<file path="src/rtl/core/frlc_pkg.sv">
`timescale 1ns / 1ps
`default_nettype none

package frlc_pkg;

    // chunk length in words
    localparam int CHUNK_SIZE = 512;

    // field widths
    localparam int WORD_W  = 32;
    localparam int COUNT_W = 10;
    localparam int CNT_W   = $clog2(CHUNK_SIZE + 1);

    // command codes
    localparam logic CMD_APPEND = 1'b0;
    localparam logic CMD_FINISH = 1'b1;

    // output record queue
    localparam int QUEUE_DEPTH = 4;
    localparam int QIDX_W      = $clog2(QUEUE_DEPTH);
    localparam int QCNT_W      = $clog2(QUEUE_DEPTH + 1);

    // stream widths
    localparam int S_TDATA_W = WORD_W;
    localparam int M_TDATA_W = ((COUNT_W + WORD_W + 7) / 8) * 8;

    // one encoded record
    typedef struct packed {
        logic [COUNT_W-1:0] count;
        logic [WORD_W-1:0]  flag;
        logic               last;
    } record_t;

    // up to two records produced by one item, in order
    typedef struct packed {
        logic    first_valid;
        logic    second_valid;
        record_t first;
        record_t second;
    } record_pair_t;

endpackage

`default_nettype wire

</file>
<file path="src/rtl/core/frlc_encoder.sv">
`timescale 1ns / 1ps
`default_nettype none

module frlc_encoder (
    input  wire logic                          aclk,
    input  wire logic                          aresetn,
    input  wire logic                          fire,
    input  wire logic                          cmd,
    input  wire logic [frlc_pkg::WORD_W-1:0]   flag_word,
    output frlc_pkg::record_pair_t             records
);

    logic [frlc_pkg::WORD_W-1:0] previous_flag_reg, previous_flag_next;
    logic [frlc_pkg::CNT_W-1:0]  current_run_reg, current_run_next;
    logic [frlc_pkg::CNT_W-1:0]  words_in_chunk_reg, words_in_chunk_next;

    logic                        is_finish;
    logic                        closes_run;
    logic                        chunk_full;
    logic [frlc_pkg::CNT_W-1:0]  run_after;
    frlc_pkg::record_t           rec_closed;
    frlc_pkg::record_t           rec_fill;
    frlc_pkg::record_t           rec_marker;

    // run bookkeeping for the current item
    always_comb begin
        is_finish  = (cmd == frlc_pkg::CMD_FINISH);
        closes_run = (words_in_chunk_reg != '0) && (flag_word != previous_flag_reg);
        chunk_full = (words_in_chunk_reg == frlc_pkg::CNT_W'(frlc_pkg::CHUNK_SIZE - 1));
        run_after  = closes_run ? frlc_pkg::CNT_W'(1)
                                : current_run_reg + frlc_pkg::CNT_W'(1);

        rec_closed.count = frlc_pkg::COUNT_W'(current_run_reg);
        rec_closed.flag  = previous_flag_reg;
        rec_closed.last  = 1'b0;

        rec_fill.count = frlc_pkg::COUNT_W'(run_after);
        rec_fill.flag  = flag_word;
        rec_fill.last  = 1'b1;

        rec_marker.count = frlc_pkg::COUNT_W'(frlc_pkg::CHUNK_SIZE + 1);
        rec_marker.flag  = '0;
        rec_marker.last  = 1'b1;
    end

    // record selection
    always_comb begin
        if (is_finish) begin
            records.first_valid  = fire;
            records.second_valid = fire;
            records.first        = rec_closed;
            records.second       = rec_marker;
        end else begin
            records.first_valid  = fire && (closes_run || chunk_full);
            records.second_valid = fire && closes_run && chunk_full;
            records.first        = closes_run ? rec_closed : rec_fill;
            records.second       = rec_fill;
        end
    end

    // next chunk state
    always_comb begin
        previous_flag_next  = previous_flag_reg;
        current_run_next    = current_run_reg;
        words_in_chunk_next = words_in_chunk_reg;
        if (fire) begin
            if (is_finish || chunk_full) begin
                previous_flag_next  = '1;
                current_run_next    = '0;
                words_in_chunk_next = '0;
            end else begin
                previous_flag_next  = flag_word;
                current_run_next    = run_after;
                words_in_chunk_next = words_in_chunk_reg + frlc_pkg::CNT_W'(1);
            end
        end
    end

    always_ff @(posedge aclk) begin
        if (!aresetn) begin
            previous_flag_reg  <= '1;
            current_run_reg    <= '0;
            words_in_chunk_reg <= '0;
        end else begin
            previous_flag_reg  <= previous_flag_next;
            current_run_reg    <= current_run_next;
            words_in_chunk_reg <= words_in_chunk_next;
        end
    end

endmodule

`default_nettype wire

</file>
<file path="src/rtl/core/frlc_out_queue.sv">
`timescale 1ns / 1ps
`default_nettype none

module frlc_out_queue (
    input  wire logic                   aclk,
    input  wire logic                   aresetn,
    input  wire frlc_pkg::record_pair_t records,
    output logic                        room,
    output logic                        out_valid,
    input  wire logic                   out_ready,
    output frlc_pkg::record_t           out_record
);

    frlc_pkg::record_t              entry_reg [frlc_pkg::QUEUE_DEPTH];
    logic [frlc_pkg::QIDX_W-1:0]    wr_ptr_reg, wr_ptr_next;
    logic [frlc_pkg::QIDX_W-1:0]    rd_ptr_reg, rd_ptr_next;
    logic [frlc_pkg::QCNT_W-1:0]    count_reg, count_next;
    logic [frlc_pkg::QIDX_W-1:0]    wr_ptr_second;
    logic [frlc_pkg::QCNT_W-1:0]    push_n;
    logic                           pop;

    // room for the two records one item can make
    assign room       = (count_reg <= frlc_pkg::QCNT_W'(frlc_pkg::QUEUE_DEPTH - 2));
    assign out_valid  = (count_reg != '0);
    assign out_record = entry_reg[rd_ptr_reg];

    // pointer and fill count
    always_comb begin
        pop           = out_valid && out_ready;
        push_n        = frlc_pkg::QCNT_W'(records.first_valid)
                      + frlc_pkg::QCNT_W'(records.second_valid);
        wr_ptr_second = wr_ptr_reg + frlc_pkg::QIDX_W'(1);
        wr_ptr_next   = wr_ptr_reg + frlc_pkg::QIDX_W'(push_n);
        rd_ptr_next   = rd_ptr_reg + frlc_pkg::QIDX_W'(pop);
        count_next    = count_reg + push_n - frlc_pkg::QCNT_W'(pop);
    end

    always_ff @(posedge aclk) begin
        if (!aresetn) begin
            wr_ptr_reg <= '0;
            rd_ptr_reg <= '0;
            count_reg  <= '0;
        end else begin
            wr_ptr_reg <= wr_ptr_next;
            rd_ptr_reg <= rd_ptr_next;
            count_reg  <= count_next;
        end
    end

    // record storage
    always_ff @(posedge aclk) begin
        if (records.first_valid) begin
            entry_reg[wr_ptr_reg] <= records.first;
        end
        if (records.second_valid) begin
            entry_reg[wr_ptr_second] <= records.second;
        end
    end

endmodule

`default_nettype wire

</file>
<file path="src/rtl/core/flag_run_length_chunk_encoder.sv">
`timescale 1ns / 1ps
`default_nettype none

// Run-length encoder for 32-bit action-flag words, cut into chunks of
// frlc_pkg::CHUNK_SIZE words. An append item (s_tuser = 0) with the word on
// s_tdata either extends the current run or closes it, giving a record of
// count and flag; the word that fills a chunk also gives the chunk's final
// run with m_tlast set. A finish item (s_tuser = 1) gives the open run (count
// 0, flag all ones if the chunk is empty) and then an end marker record of
// count CHUNK_SIZE+1 and flag 0 with m_tlast set, and clears the encoder.
// An item is taken into an input register, encoded into a four-entry record
// queue once the queue has room for two records, and its first record shows
// on the m_ side from the queue's registers. The block takes one item per
// cycle as long as each item makes at most one record and m_tready stays
// high; the single m_ port drains one record per cycle while m_tready is high.
module flag_run_length_chunk_encoder (
    input  wire logic                              aclk,
    input  wire logic                              aresetn,
    input  wire logic                              s_tvalid,
    output logic                                   s_tready,
    input  wire logic [frlc_pkg::S_TDATA_W-1:0]    s_tdata,  // [31:0] flag_word
    input  wire logic [0:0]                        s_tuser,  // [0] cmd
    output logic                                   m_tvalid,
    input  wire logic                              m_tready,
    output logic [frlc_pkg::M_TDATA_W-1:0]         m_tdata,  // [9:0] rec_count, [41:10] run_flag
    output logic                                   m_tlast   // last
);

    logic                           in_valid_reg, in_valid_next;
    logic                           in_cmd_reg;
    logic [frlc_pkg::WORD_W-1:0]    in_word_reg;
    logic                           room;
    logic                           fire;
    frlc_pkg::record_pair_t         records;
    frlc_pkg::record_t              out_record;

    // input register
    assign fire     = in_valid_reg && room;
    assign s_tready = !in_valid_reg || fire;

    always_comb begin
        in_valid_next = in_valid_reg;
        if (s_tvalid && s_tready) begin
            in_valid_next = 1'b1;
        end else if (fire) begin
            in_valid_next = 1'b0;
        end
    end

    always_ff @(posedge aclk) begin
        if (!aresetn) begin
            in_valid_reg <= 1'b0;
        end else begin
            in_valid_reg <= in_valid_next;
        end
    end

    always_ff @(posedge aclk) begin
        if (s_tvalid && s_tready) begin
            in_cmd_reg  <= s_tuser[0];
            in_word_reg <= s_tdata[frlc_pkg::WORD_W-1:0];
        end
    end

    frlc_encoder u_encoder (
        .aclk      (aclk),
        .aresetn   (aresetn),
        .fire      (fire),
        .cmd       (in_cmd_reg),
        .flag_word (in_word_reg),
        .records   (records)
    );

    frlc_out_queue u_out_queue (
        .aclk       (aclk),
        .aresetn    (aresetn),
        .records    (records),
        .room       (room),
        .out_valid  (m_tvalid),
        .out_ready  (m_tready),
        .out_record (out_record)
    );

    // result packing
    always_comb begin
        m_tdata = '0;
        m_tdata[frlc_pkg::COUNT_W-1:0] = out_record.count;
        m_tdata[frlc_pkg::COUNT_W +: frlc_pkg::WORD_W] = out_record.flag;
        m_tlast = out_record.last;
    end

endmodule

`default_nettype wire

</file>
<file path="config.mk">
export PLATFORM = sky130hd
export DESIGN_NAME = flag_run_length_chunk_encoder
export DESIGN_NICKNAME = d
export VERILOG_FILES = /design/src/rtl/core/frlc_pkg.sv /design/src/rtl/core/frlc_encoder.sv /design/src/rtl/core/frlc_out_queue.sv /design/src/rtl/core/flag_run_length_chunk_encoder.sv
export SDC_FILE = /design/constraint.sdc
export NUM_CORES = 1
export LEC_CHECK = 0
export BUFFER_PORTS_ARGS = -buffer_cell sky130_fd_sc_hd__buf_2
export CORE_MARGIN = 1
export CORE_UTILIZATION = 30
export CTS_BUF_LIST = sky130_fd_sc_hd__clkbuf_8
export CTS_CLUSTER_SIZE = 30
export DETAILED_ROUTE_END_ITERATION = 10
export PLACE_DENSITY = 0.43
export SYNTH_ARGS = -nofsm -noshare
export SYNTH_HDL_FRONTEND = slang
export SYNTH_SLANG_ARGS = --single-unit
</file>
<file path="constraint.sdc">
create_clock -name aclk -period 10.85 [get_ports aclk]
set_clock_uncertainty 0.1 [all_clocks]
set_input_delay 2.17 -clock aclk [delete_from_list [all_inputs] [get_ports aclk]]
set_output_delay 2.17 -clock aclk [all_outputs]
set_load 0.05 [all_outputs]
</file>
==> Word level (Yosys, flattened, before mapping) <==
Memories as Yosys holds them, arrays and structs flattened. A register that Yosys moved wholly into a read port is not among the register bits.
Cells that the tools add are included.
{ "classes": {"magnitude_cmp": 1, "muxes": 13, "eq_ne": 2, "add_sub_neg": 8, "n_reduce_logical": 14} }
{ "ops": {"columns": ["operator", "n"], "rows": [
  ["two-way mux 88 bit", 1],
  ["two-way mux 43 bit", 1],
  ["two-way mux 32 bit", 1],
  ["!= test 32 bit", 1],
  ["two-way mux 10 bit", 3],
  ["adder 10 x 1 -> 10 bit (second input constant)", 2],
  ["== test 10 x 9 -> 1 bit (second input constant)", 1],
  ["nonzero test 10 bit", 1],
  ["logical AND 1 bit", 7],
  ["two-way mux 1 bit", 6],
  ["adder 3 bit", 1],
  ["less-or-equal comparator 3 x 2 -> 1 bit (second input constant)", 1],
  ["logical OR 1 bit", 3],
  ["nonzero test 3 bit", 1],
  ["subtractor 3 x 1 -> 3 bit", 1],
  ["adder 1 x 1 -> 2 bit", 1],
  ["adder 2 x 1 -> 2 bit", 1],
  ["adder 2 x 1 -> 2 bit (second input constant)", 1],
  ["adder 2 bit", 1],
  ["two-way mux 2 bit", 1],
  ["nonzero test 2 bit", 1],
  ["zero test 1 bit", 1]
]} }
{ "word_totals": {"memories": 1, "input_bits": 37, "ram_bits": 172, "regBits": 93, "output_inout_bits": 51} }
{ "memory_table": {"columns": ["name", "depth", "word_bits", "read_ports", "rd_ports_with_merged_regs", "wr", "line_no", "source"], "rows": [
  ["u_out_queue.entry_reg", 4, 43, 1, 1, 2, "frlc_out_queue.sv:14", "frlc_pkg::record_t entry_reg [frlc_pkg::QUEUE_DEPTH];"]
]} }

==> Longest topological paths before layout <==
Gate-level depths: netlist (run 1).
{ "depth": {"ltp_word": 8, "depth_mapped": 15} }

==> Modules after synthesis <==
Synthesis (run 1) repeated with hierarchy kept, for this count alone.
{ "hier_totals": {"cells_unflattened": 908, "area_unflattened_um2": 13297.8} }
{ "modules_own_cells": {"columns": ["module", "cells_each", "seq_area_each_um2", "instances", "area_each_um2"], "rows": [
  ["frlc_out_queue", 459, 5305.1, 1, 8697.1],
  ["frlc_encoder", 403, 1041.0, 1, 3495.9],
  ["flag_run_length_chunk_encoder", 46, 1011.0, 1, 1104.8]
]} }

==> Worst setup path after synthesis (run 1) <==
Ideal clock, no wire load.
{ "synth_path": {"kind": "register to output", "from": "register u_out_queue.rd_ptr_reg[0] (netlist name)", "to": "output m_tdata[0] (netlist name)", "slack_ns": 6.696, "arrival_ns": 1.884, "path_buffers": 2, "t_required_ns": 8.580, "path_stages_with_launch": 4, "path_cell_list": "dfxtp_1 -> clkbuf_1 -> buf_1 -> mux4_2"} }
{ "synth_lines": {"columns": ["item", "line_no", "source"], "rows": [
  ["end, declared", "flag_run_length_chunk_encoder.sv:25", "output logic [frlc_pkg::M_TDATA_W-1:0] m_tdata,"]
]} }

==> reports/metrics.yaml, run 1 <==
status: "completed"
synth-main-ff-cell: "edfxtp_1"
post-place-ws_ns: 6.62
tns_ns: 0
required_ns: 8.58
core-area_um2: 42200
power_density_nw_per_um2: 205
drv_cap: 0
regArea_um2: 7320
overflow: 0
grt_setup_unrepaired: "false"
fin_crit_sh: 0.437
fmax_mhz: 211
dr.first_iter.drc_count: 998
routed_wl_um: 42100
timing.slew.headroom: 0.281
rr_startpoint: "in_word_reg[6]$_DFFE_PP_"
critPathMaxStageDelay_ns: 0.98
via_per_inst: 5.65
drc: 0
wl_per_cell_um: 23.9
reg2reg_to: "u_out_queue.count_reg[2]$_SDFF_PN0_"
ctsRootBufferMaster: "clkbuf_8"
die_w_um: 209
worst_pin_slew_ns: 1.08
largest_reg_flops: 172
drv_slew: 0
start_util: 0.306
cts.clk_slew.worst_paths_ns: 0.06
crit_path_end_kind: "primary output"
synth-xor-area-share: 0.0333
io_buffers: 81
via_count: 9939
fill_cells: 4227
vdd_drop_max_uv: 118
fin_nets: 1230
synth_edf_count: 201
synth_seq_area_share: 0.567
hp-start: "u_encoder.previous_flag_reg[21]$_SDFFE_PN1P_"
multi_input_area_um2: 5200
firstDrtPassIters: 5
numCtsBuffers: 48
async_reset_ff_frac: 0
dieArea_um2: 43800
post_cts_buffers: 0
fin_crit_ns: 4.74
final_cell_mix: "201 x edfxtp_1, 169 x nand2_1, 133 x o22ai_1, 81 x buf_2, 62 x dfxtp_1"
synth_top_family_by_area: "compound AO/OA/AOI/OAI gates"
critPathMaxFanout: 44
clk_latency_ns: 0.59
synthAdderAreaFrac: 0.0112
grt_start_max_net_pins: 68
drive_above_1_share: 0.188
cts_hold_buf: 0
clockBufferDepth: 3
antenna_found_initial: 1
num_io_pins: 88
syn-cell-area_um2: 12900
h-tree-depth: 2
r2r_slack_ns: 6.74
place_hpwl_um: 24900
arrival_ns: 2.47
crit_type: "register to primary output"
worstPathCellList: "mux4_2, buf_2"
synth_top_area_share: 0.468
finalHoldViolCount: 0
layout_setup_ws_ns: 6.11
cts_resized: 0
min_to: "u_encoder.previous_flag_reg[21]$_SDFFE_PN1P_"
hp-class: "register to register"
final_common_cell: "edfxtp_1"
yosys.area.top_type: "edfxtp_1"
crit_path_start_kind: "register"
grt_pass1_vias: 9746
synth_compound_area_frac: 0.148
cp_slowest_cell: "dfxtp_4"
hold_depth: 2
ant_nets: 0
grt_first_pass_wirelength_um: 63300
total_power_uw: 3030
synthMuxAreaShare: 0.0782
cts_num_sinks: 265
synth-simple-area-share: 0.124
groute.usage.overall: 0.192
synth.ff_latch_count: 265
die_y_um: 209
r2r_cells: 14
ys_warn_count: 0
post_synth_num_cell_types: 49
synth_area_leaders: "edfxtp_1 47%, dfxtp_1 9.9%, mux4_2 7.5%, o22ai_1 6.4%, nand2_1 5.1%"
gp_congestion: 0.793
synthCells: 1123
setup-violations-final: 0
cts_tree: "done"
leakage_uw: 0.00493
syn_avg_cell_area_um2: 11.5
syn2layout_area_growth_pct: 14.6
row_count: 75
## critical path, delay by kind of cell (launching register included)
kind	cells	cell delay (ns)
buf+inv	1	0.23
flops	1	0.98
mux	1	0.64
## synthesized netlist by cell type (5+ instances only)
cell type and instances:
buf_1 8, o21ai_0 36, a21oi_1 14, edfxtp_1 201, nor2_1 18, xor2_1 42, nor3_1 39, nand2_1 174
a41oi_1 6, dfxtp_1 64, buf_2 20, a22oi_1 25, nor4_1 9, mux4_2 43, nand3_1 48, o22ai_1 133
a31oi_1 8, buf_4 6, ha_1 10, and3_1 8, and2_1 12, xnor2_1 7, nor2b_1 12, or4_1 5
inv_1 11, clkbuf_1 68, nand4_1 12, o211ai_1 7, a311oi_1 32, o21ai_1 5
## metrics by stage
step                      cell area, µm²  utilization  hold slack (ns)  instances
after floorplan                    12900            -            0.348       1128
final                              14800        0.350            0.415       1760
after global placement             13800        0.328            0.398       1671
after global routing               14800        0.350            0.432       1760
after CTS                          14800        0.350            0.413       1759
after detailed placement           13800        0.328            0.407       1671
## worst max path at each step
stage                                               from           to  slack, ns  depth (start not counted)
finish              u_out_queue.rd_ptr_reg[0]$_SDFF_PN0_  m_tdata[18]       6.11                          2
global route        u_out_queue.rd_ptr_reg[0]$_SDFF_PN0_  m_tdata[18]       5.93                          2
CTS                 u_out_queue.rd_ptr_reg[0]$_SDFF_PN0_  m_tdata[14]       6.01                          2
detailed placement  u_out_queue.rd_ptr_reg[0]$_SDFF_PN0_   m_tdata[1]       6.62                          2
global placement    u_out_queue.rd_ptr_reg[0]$_SDFF_PN0_  m_tdata[38]       6.65                          2
floorplan           u_out_queue.rd_ptr_reg[0]$_SDFF_PN0_   m_tdata[0]       6.70                          3
## per-layer routing
| layer | global-route usage | routed length [µm] | up-vias |
|---|---|---|---|
| met5 | 0 | 0 | - |
| li1 | - | - | 4519 |
| met1 | 0.281 | 19800 | 4932 |
| met3 | 0.0340 | 2760 | 68 |
| met4 | 0.0621 | 904 | 0 |
| met2 | 0.286 | 18700 | 420 |
## final cells by class
| type | instances | share of cell area |
|---|---|---|
| clock buffers | 49 | 0.0456 |
| well taps | 539 | 0.0456 |
| repair buffers | 106 | 0.0401 |
| multi-input cells | 748 | 0.352 |
| clock inverters | 39 | 0.0185 |
| flip-flops and latches | 265 | 0.495 |
| inverters | 13 | 0.00330 |
| diodes | 1 | 0.000169 |
## where the power goes
group	leakage (µW)	total, µW	internal [µW]	switching, µW
clock	0.000521	955	518	436
combinational	0.00201	801	252	549
sequential	0.00240	1280	1170	105
## logic make-up after synthesis
| logic type | count (synthesis) |
|---|---|
| adder cells (fa/ha/maj) | 11 |
| AO/OA/AOI/OAI | 287 |
| flip-flops | 265 |
| multiplexers | 47 |
| AND/OR/NAND/NOR | 348 |
| XOR/XNOR | 49 |
| other | 1 |
| buffers and inverters | 115 |
No activity file was read; power rests on OpenSTA's default activity.
==> inputs of run 2 (changes only) <==
Settings changed: ABC_AREA set to 1.
Clock period 10.85 ns to 4.6 ns, I/O delays scaled along.
==> run 2 against run 1 <==
The run now ends with design-rule violations left; routed wire length grew 5.7%; register-to-register slack lost 5.6 ns; flip-flop and latch count unchanged; global-route usage is 0.92 points higher; design area grew 3.7%; sequential power up 130%; critical path depth increased by 3; core utilization down 0.28 points; clock power up 140%; non-clock buffer count grew 7.
==> reports/metrics.yaml, run 2 <==
clockBufferDepth: 3
synthCells: 1610
grt_start_max_net_pins: 76
grt_pass1_vias: 11058
clk_latency_ns: 0.62
dpl_cell_area_um2: 14400
drv_slew: 0
die_y_um: 213
groute.usage.overall: 0.201
grt_setup_unrepaired: "false"
row_count: 77
worst_pin_slew_ns: 1.02
grt_first_pass_wirelength_um: 68100
cts_num_sinks: 265
async_reset_ff_frac: 0
p_switching_uw: 3450
die_w_um: 213
post_cts_buffers: 0
r2r_cells: 13
drv_cap: 0
critPathMaxStageDelay_ns: 0.57
routed_wl_um: 44500
design_area_um2: 15300
synth.ff_latch_count: 265
crit_type: "register to primary output"
drc: 2
timing.slew.headroom: 0.320
drive_above_1_share: 0.125
antenna_found_initial: 0
via_per_inst: 4.89
ant_nets: 0
final_cell_mix: "543 x nand2_1, 201 x edfxtp_1, 167 x nand3_1, 143 x nor2_1, 95 x o21ai_0"
synth-main-ff-cell: "edfxtp_1"
synth_area_leaders: "edfxtp_1 45%, nand2_1 15%, dfxtp_1 9.6%, nand3_1 6.3%, nor2_1 4.1%"
leakage_uw: 0.00660
finalHoldViolCount: 0
numCtsBuffers: 50
setup-violations-final: 0
fin_crit_sh: 0.845
cts_hold_buf: 0
gp_congestion: 0.790
start_util: 0.304
grtUsageMet2: 0.318
power.share.clock: 0.279
place_hpwl_um: 26000
fin_nets: 1721
status: "complete, but fails checks"
fin_crit_ns: 3.89
ys_warn_count: 0
crit_path_end_kind: "primary output"
grt_use_met1: 0.277
tns_ns: 0
cp_slowest_cell: "buf_4"
hold-worst-slack_ns: 0.363
vdd_drop_max_uv: 227
overflow: 0
required_ns: 3.58
h-tree-depth: 2
syn-cell-area_um2: 13400
dr.first_iter.drc_count: 667
synth_edf_count: 201
syn_avg_cell_area_um2: 8.33
synth_top_area_share: 0.450
violations: "design-rule violations"
grt_use_met3: 0.0391
fmax_mhz: 257
hp-class: "register to register"
final_common_cell: "nand2_1"
io_buffers: 81
crit_path_frequent_cell: "buf_4"
seq_power_share: 0.364
yosys.area.top_type: "edfxtp_1"
arrival_ns: 2.87
num_io_pins: 88
cts.clk_slew.worst_paths_ns: 0.06
firstDrtPassIters: 8
synth_common_cells: "547 x nand2_1, 201 x edfxtp_1, 168 x nand3_1, 145 x nor2_1, 95 x o21ai_0"
cts_tree: "done"
largest_reg_flops: 172
busiest_layer: "met2"
p_comb_frac: 0.357
synth_seq_area_share: 0.546
p_sw_frac: 0.426
critPathMaxFanout: 47
diodes: 0
yosysMostFrequentCell: "nand2_1"
worstPathCellList: "buf_4, buf_4, o21ai_0, o22ai_1, buf_2"
syn2layout_area_growth_pct: 14.3
post_synth_num_cell_types: 31
via_count: 11261
wl_per_cell_um: 19.3
hold_depth: 2
dieArea_um2: 45500
power_density_nw_per_um2: 528
internal_power_uw: 4640
crit_path_start_kind: "register"
cts_resized: 0
core-area_um2: 44100
ctsRootBufferMaster: "clkbuf_8"
## run 2: cell count changes after synthesis, sizes merged, moves of 43 or more
cell / before / now
inv: 12 / 90
mux4: 43 / 0
nand2: 174 / 550
nand3: 48 / 168
nor2: 18 / 146
o21ai: 41 / 95
o22ai: 133 / 44
## run 2: path summary, 6_finish.rpt
check                                           start                                        to  slack, ns
max reg2reg                 in_word_reg[26]$_DFFE_PP_    u_out_queue.entry_reg[3][33]$_DFFE_PP_       1.10
min          u_out_queue.entry_reg[0][0]$_SDFFE_PN1P_  u_out_queue.entry_reg[0][0]$_SDFFE_PN1P_       0.36
min reg2reg  u_out_queue.entry_reg[0][0]$_SDFFE_PN1P_  u_out_queue.entry_reg[0][0]$_SDFFE_PN1P_       0.36
max              u_out_queue.rd_ptr_reg[0]$_SDFF_PN0_                                m_tdata[0]       0.71
## run 2: layer usage
metal / part of all wire / vias up / wire length (µm)
li1: - / 5515 / -
met1: 0.47 / 5318 / 21000
met2: 0.45 / 350 / 19900
met3: 0.058 / 78 / 2590
met4: 0.024 / 0 / 1050
met5: 0 / - / 0
## run 2: critical path: cells and delay by family (launching register included)
kind                   cells  cell delay [ns]
flip-flops                 1             0.36
AO/OA/AOI/OAI              2             0.46
buffers and inverters      3             1.37
## run 2: power by group through the flow
stage | combinational (µW) | sequential, µW | clock [µW]
after floorplan | 2050 | 2960 | 0
after global placement | 2910 | 2990 | 0
after detailed placement | 2920 | 2990 | 0
after CTS | 2930 | 2950 | 2330
after global routing | 3140 | 2980 | 2430
final | 2890 | 2950 | 2250
## run 2: kinds of logic after synthesis
kind of cell | after synthesis | synth area share
AOI/OAI and AO/OA | 226 | 0.0955
buffers and inverters | 199 | 0.0632
xor gates and xnor gates | 30 | 0.0196
adders and majority gates | 11 | 0.0108
and+or+nand+nor | 878 | 0.265
DFF | 265 | 0.546
other | 1 | 0.000280
## run 2: final cells by class
class                           count  area [µm²]
Fill cell                        4682       28800
Sequential cell                   265        7320
Multi-Input combinational cell   1151        5300
Clock buffer                       58         798
Tap cell                          592         741
Timing Repair Buffer              113         658
Inverter                           92         345
Clock inverter                     34         166
## run 2: stage by stage
step            util  instances  power, µW  worst slack [ns]
4_1_cts        0.347       2305       8210             0.613
6_report       0.347       2305       8090             0.713
3_5_place_dp   0.326       2213       5920              1.14
3_3_place_gp   0.326       2213       5900              1.16
2_1_floorplan      -       1615       5010              1.48
5_1_grt        0.347       2305       8550             0.470
